**src/rtl/rws_pkg.sv**
```systemverilog
// ----------------------------------------------------------------------------
// rws_pkg
// Shared widths, codes and state types for the roulette wheel selection block.
// ----------------------------------------------------------------------------
package rws_pkg;

   localparam int OP_W        = 2;
   localparam int ID_W        = 6;
   localparam int FIT_W       = 32;
   localparam int FRAC_W      = 32;
   localparam int WHEEL_W     = 49;
   localparam int MAG_W       = WHEEL_W - 1;
   localparam int POP_W       = 7;
   localparam int TRUNC_W     = 6;
   localparam int STATUS_W    = 2;
   localparam int CSR_INDEX_W = 1;
   localparam int CSR_DATA_W  = POP_W;

   localparam int DEFAULT_MAX_POPULATION = 64;

   localparam logic [POP_W-1:0] POP_RESET = 7'd64;

   localparam logic [CSR_INDEX_W-1:0] CSR_POPULATION = 1'b0;
   localparam logic [CSR_INDEX_W-1:0] CSR_TRUNCATED  = 1'b1;

   typedef enum logic [OP_W-1:0] {
      OP_CLEAR  = 2'd0,
      OP_LOAD   = 2'd1,
      OP_SELECT = 2'd2
   } op_type;

   typedef enum logic [STATUS_W-1:0] {
      ST_OK    = 2'd0,
      ST_FULL  = 2'd1,
      ST_EARLY = 2'd2
   } status_type;

   typedef enum logic [3:0] {
      S_IDLE,
      S_DECODE,
      S_LOAD_CMP,
      S_LOAD_PUT,
      S_BASE,
      S_BUILD,
      S_REF,
      S_SCALE,
      S_SRCH,
      S_RESP
   } state_type;

   typedef enum logic [1:0] {
      SC_IDLE,
      SC_LO,
      SC_HI,
      SC_SUM
   } scale_state_type;

endpackage

```
**src/rtl/rws_scale.sv**
```systemverilog
// ----------------------------------------------------------------------------
// rws_scale
// Scales the wheel total by an unsigned 0.32 fraction, floor rounding, using
// one 32x32 multiplier over two passes (low and high half of the magnitude).
// ----------------------------------------------------------------------------
module rws_scale import rws_pkg::*; (
   input  logic                      clock,
   input  logic                      reset,
   input  logic                      start,
   input  logic [FRAC_W-1:0]         fraction,
   input  logic signed [WHEEL_W-1:0] total,
   output logic                      done,
   output logic signed [WHEEL_W-1:0] ref_value
);

   scale_state_type state_ff, state_in;
   logic [FRAC_W-1:0]         frac_ff, frac_in;
   logic [MAG_W-1:0]          mag_ff, mag_in;
   logic                      neg_ff, neg_in;
   logic [2*FRAC_W-1:0]       prod_ff, prod_in;
   logic [FRAC_W-1:0]         plo_hi_ff, plo_hi_in;
   logic                      nz_ff, nz_in;
   logic signed [WHEEL_W-1:0] ref_ff, ref_in;
   logic                      done_ff, done_in;

   logic [FRAC_W-1:0]         mul_b;
   logic signed [WHEEL_W-1:0] total_abs;
   logic [WHEEL_W-1:0]        q;

   always_comb begin
      state_in  = state_ff;
      frac_in   = frac_ff;
      mag_in    = mag_ff;
      neg_in    = neg_ff;
      prod_in   = prod_ff;
      plo_hi_in = plo_hi_ff;
      nz_in     = nz_ff;
      ref_in    = ref_ff;
      done_in   = 1'b0;

      total_abs = (total < 0) ? -total : total;
      mul_b     = (state_ff == SC_LO) ? mag_ff[FRAC_W-1:0]
                                      : FRAC_W'(mag_ff[MAG_W-1:FRAC_W]);
      q         = prod_ff[WHEEL_W-1:0] + WHEEL_W'(plo_hi_ff)
                  + WHEEL_W'(neg_ff && nz_ff);

      unique case (state_ff)
         SC_IDLE: begin
            if (start) begin
               frac_in  = fraction;
               mag_in   = total_abs[MAG_W-1:0];
               neg_in   = total[WHEEL_W-1];
               state_in = SC_LO;
            end
         end
         SC_LO: begin
            prod_in  = (2*FRAC_W)'(frac_ff) * (2*FRAC_W)'(mul_b);
            state_in = SC_HI;
         end
         SC_HI: begin
            // keep the carry-in part of the low product, then reuse the multiplier
            plo_hi_in = prod_ff[2*FRAC_W-1:FRAC_W];
            nz_in     = |prod_ff[FRAC_W-1:0];
            prod_in   = (2*FRAC_W)'(frac_ff) * (2*FRAC_W)'(mul_b);
            state_in  = SC_SUM;
         end
         SC_SUM: begin
            ref_in   = neg_ff ? -$signed(q) : $signed(q);
            done_in  = 1'b1;
            state_in = SC_IDLE;
         end
         default: state_in = SC_IDLE;
      endcase
   end

   always_ff @(posedge clock) begin
      if (reset) begin
         state_ff <= SC_IDLE;
         done_ff  <= 1'b0;
      end else begin
         state_ff <= state_in;
         done_ff  <= done_in;
      end
   end

   always_ff @(posedge clock) begin
      frac_ff   <= frac_in;
      mag_ff    <= mag_in;
      neg_ff    <= neg_in;
      prod_ff   <= prod_in;
      plo_hi_ff <= plo_hi_in;
      nz_ff     <= nz_in;
      ref_ff    <= ref_in;
   end

   assign done      = done_ff;
   assign ref_value = ref_ff;

endmodule

```
**config.mk**
```make
export PLATFORM = sky130hd
export DESIGN_NAME = rws_scale
export DESIGN_NICKNAME = d
export VERILOG_FILES = /design/src/rtl/rws_pkg.sv /design/src/rtl/rws_scale.sv
export SDC_FILE = /design/constraint.sdc
export NUM_CORES = 2
export LEC_CHECK = 0
export ABC_AREA = 1
export BUFFER_PORTS_ARGS = -buffer_cell sky130_fd_sc_hd__buf_2
export CAP_MARGIN = 25
export CORE_MARGIN = 3
export CORE_UTILIZATION = 60
export CTS_CLUSTER_DIAMETER = 150
export DETAILED_ROUTE_END_ITERATION = 10
export HOLD_SLACK_MARGIN = 0.02
export PLACE_DENSITY = 0.9
export SYNTH_ARGS = -nofsm -noshare
export SYNTH_HDL_FRONTEND = slang
export SYNTH_SLANG_ARGS = --single-unit
```
**constraint.sdc**
```tcl
create_clock -name clock -period 7.3 [get_ports clock]
set_input_delay 1.46 -clock clock [delete_from_list [all_inputs] [get_ports clock]]
set_output_delay 1.46 -clock clock [all_outputs]
set_load 0.01 [all_outputs]
```
==> results of run 1 <==
==> Yosys cell counts (6+ instances only) <==
master,n
a21o_1,8
a21oi_1,125
a31oi_1,20
buf_1,10
clkbuf_1,165
clkinv_1,21
edfxtp_1,227
fa_1,898
ha_1,301
inv_1,1213
inv_2,15
nand2_1,1070
nand2_2,30
nand3_1,112
nand3_2,6
nand3b_1,11
nand4_1,44
nor2_1,817
nor2_2,23
nor2_4,7
nor3_1,24
nor4_1,18
o21a_1,8
o21ai_0,78
o21ai_1,14
o21bai_1,6
or2_2,18
xnor2_1,47
xor2_1,101
==> routing by layer <==
metal / overflow / global-route usage
met1: 2 / 0.591
met2: 25 / 0.741
met3: 4 / 0.472
met4: 14 / 0.539
met5: 0 / 0.299
==> stage by stage <==
| step | setup slack [ns] | TNS, ns | utilization | hold slack, ns | area [um^2] |
|---|---|---|---|---|---|
| CTS | -0.180 | -1.50 | 0.713 | 0.420 | 53600 |
| detailed placement | -0.592 | -14.53 | 0.679 | 0.406 | 51000 |
| global placement | -0.467 | -6.68 | 0.679 | 0.400 | 51000 |
| floorplan | 0.0129 | 0 | - | 0.400 | 46000 |
==> kinds of logic after synthesis <==
logic type | synth area share
adders and majority gates | 0.474
AOI/OAI and AO/OA | 0.0332
buffers and inverters | 0.117
and+or+nand+nor | 0.196
DFF | 0.150
xor gates and xnor gates | 0.0300
==> what timing repair did <==
action / in CTS
pin swaps: 72
setup endpoints to repair: 42
cloned: 6
hold buffers: 0
resized for setup: 279
setup buffers: 33
==> reports/results.txt, run 1 <==
Area contributors post-synth: fa_1 39%, edfxtp_1 15%, inv_1 9.9%, nand2_1 8.8%, ha_1 8.2%
synthesized instance count: 5479
worst-case clock buffer depth: 3
post-DP HPWL: 124000 um
flops & latches, synth: 230
GRT Total Usage: 0.592
Top-Level Pins: 134
Die Wd: 282 um
htree depth: 1
Die H: 282 um
share of Yosys cell area claimed by the top area cell type: 0.392
largest net degree at the start of global routing: 70
Buffers on Ports: 133
sequential share of the synthesized area: 0.150
CTS Sinks: 230
Async S/R FF share, synth: 0
GR repair worst EP: prod_ff[60]$_DFFE_PP_/D
Worst End Pin Type: register data pin
Placed Instances: 6843
CTS Root Cell: clkbuf_16
status: aborted with a tool error
initial antenna violation count: 27
Post-synth top flop: edfxtp_1
Net Count, Synth: 6762
TritonCTS buffer count: 28
number of core rows: 100
grt ovf: 45
Yosys cell types: 50
error message: [ERROR GRT-0232] Routing congestion too high. Check the congestion heatmap in the GUI.
largest area contributor in the netlist: fa_1
EDFF count, synth: 227
Starting Density: 0.611
Synth Cell Area: 45900 um^2
Yosys warning total: 0
gpl congestion: 1.05
syn avg cell area: 8.37 um^2
Failed at: 5_1_grt
==> inputs of run 2 (changes only) <==
- CORE_UTILIZATION: 60 -> 40
- CTS_CLUSTER_DIAMETER: 150 -> unset
- HOLD_SLACK_MARGIN: 0.02 -> unset
- PLACE_DENSITY: 0.9 -> unset
- PLACE_DENSITY_LB_ADDON: unset -> 0.15
- clock period: 7.3 -> 9.5 ns (I/O delays scaled with it)
==> run 2 against run 1 <==
  * The run now ends clean
  * Synthesized cell count unchanged
  * Area after synthesis unchanged
==> reports/results.txt, run 2 <==
Biggest register: prod_ff
Synth Cell Area: 45900 um^2
Max Cap Viol: 0
commonest non-fill, non-tap cell in the layout: inv_1
Crit path arrival time: 9.07 ns
Clock Pin Slew Worst Setup and Hold Paths: 0.06 ns
CORE AREA: 113000 um^2
f_max: 115 MHz
CTS Root Cell: clkbuf_16
Largest register FFs: 64
Core Util, Final: 0.439
CTS tree: built
Post-Route WL: 153000 um
layout cells sized above 1: 0.0764
worst r2r src: state_ff[1]
Async S/R FF share, synth: 0
Synth Area in XOR/XNOR: 0.0300
Routed Antenna Nets: 0
RSZ-0062 raised after global routing: no
cts hold-fix bufs: 0
# resized after CTS: 0
post-DP HPWL: 128000 um
final number of hold-violating endpoints: 0
buffer and inverter count on the worst path: 8
worst hold path class: flop to flop
crit path kind: flop to flop
status: complete, no violations
GRT Total Usage: 0.261
FILL cells: 11531
Yosys cell types: 50
min cycle time layout: 8.72 ns
Starting Density: 0.405
die area: 119000 um^2
CP Max Fanout: 16
share of Yosys cell area claimed by the top area cell type: 0.392
Crit path required time: 9.85 ns
CP Launch Point: state_ff[1]
grt ovf: 0
number of core rows: 123
Ant. Diodes: 0
DR WL/cell: 21.5 um
cell mode on critical path: fa_1
Top-Level Pins: 134
Final Setup Violations: 0
Startpoint Class: flop
flops & latches, synth: 230
post-synthesis simple-gate area fraction: 0.196
most frequent cells in the layout: 1212 x inv_1, 1070 x nand2_1, 898 x fa_1
Area contributors post-synth: fa_1 39%, edfxtp_1 15%, inv_1 9.9%, nand2_1 8.8%, ha_1 8.2%
gpl congestion: 0.963
Skew-Pair Late Insertion Delay: 0.66 ns
worst-case clock buffer depth: 3
CP max stage delay: 0.59 ns
vias per cell: 5.11
Die H: 345 um
Post-synth top flop: edfxtp_1
TritonRoute pass-1 iters: 5
CP max-delay cell: fa_1
htree depth: 1
delay-heaviest family, CP: adder cells
initial antenna violation count: 1
Yosys warning total: 0
largest family of logic cells by synthesized area: adder cells
largest net degree at the start of global routing: 66
Max Clock Skew: 0.0482 ns
vias in the first global route: 37518
drt drc: 0
multiplexer share of the synthesized area: 0
syn avg cell area: 8.37 um^2
Buffers on Ports: 133
final setup TNS: 0 ns
nets: 6864
CTS Sinks: 230
Tcrit/Tclk final: 0.918
sequential share of the synthesized area: 0.150
Max Slew Vio Count: 0
Starting DRT DRC Count: 2817
top-count cell post-synth: inv_1
largest area contributor in the netlist: fa_1
Die Wd: 345 um
Area growth, synth to finish: 8.36%
synthesized instance count: 5479
Synth Area in Compound Gates: 0.0332
most instantiated cells after synthesis: 1213 x inv_1, 1070 x nand2_1, 898 x fa_1
Net Count, Synth: 6762
Via Count: 36305
TritonCTS buffer count: 30
adder-cell share of the synthesized area: 0.474
Rel. slew slack: 0.322
global-route wire length before repair: 232000 um
EDFF count, synth: 227
setup bufs post-CTS: 0
Crit. End Element: flop
worst-margin pin slew: 1.02 ns
Hold Path Origin: prod_ff[63]
## run 2: cell counts after synthesis
Identical to the previous run, type by type.
## run 2: kinds of logic (layout without fill, tap and decap cells)
| group | after synthesis | after routing |
|---|---|---|
| compound gates | 276 | 276 |
| fa+ha+maj | 1199 | 1199 |
| simple gates | 2195 | 2195 |
| xor+xnor | 153 | 153 |
| flops | 230 | 230 |
| buf+inv | 1426 | 1550 |
## run 2: worst paths after layout
check,cells after the start,end,slack (ns)
setup / recovery,28,prod_ff[49],0.78
hold / removal,0,plo_hi_ff[31],0.42
setup reg to reg,28,prod_ff[49],0.78
hold reg to reg,0,plo_hi_ff[31],0.42
## run 2: layer usage
| layer | vias up | global-route usage | part of all wire |
|---|---|---|---|
| li1 | 16464 | - | - |
| met3 | 198 | 0.0365 | 0.068 |
| met5 | - | 0 | 0 |
| met2 | 1239 | 0.427 | 0.47 |
| met1 | 18404 | 0.366 | 0.43 |
| met4 | 0 | 0.0695 | 0.031 |
## run 2: cell type report
type / count / area, um^2 / share of cell area
multi-input cells: 3823 / 33700 / 0.678
inverters: 1249 / 4690 / 0.0944
repair buffers: 247 / 1520 / 0.0306
clock inverters: 21 / 285 / 0.00574
clock buffers: 33 / 762 / 0.0153
well taps: 1500 / 1880 / 0.0378
flip-flops and latches: 230 / 6880 / 0.138
## run 2: stage by stage
stage / setup slack, ns / cells / area, um^2 / hold slack (ns)
after floorplan: 1.82 / 5479 / 45900 / 0.400
after detailed placement: 0.883 / 7049 / 48600 / 0.405
final: 0.778 / 7103 / 49700 / 0.418
after CTS: 0.830 / 7103 / 49700 / 0.419
after global placement: 0.903 / 7049 / 48600 / 0.401
after global routing: 0.255 / 7103 / 49700 / 0.428
## run 2: worst register-to-register path: cells and delay by family (launching register included)
family | cells | cell delay [ns]
buf+inv | 8 | 1.20
flops | 1 | 0.33
simple gates | 4 | 0.83
compound gates | 5 | 1.22
fa+ha+maj | 10 | 4.70
xor+xnor | 1 | 0.13
Power of run 2 is not shown: default switching activity piles up to over one toggle a cycle in this logic, so the estimate is an artifact.
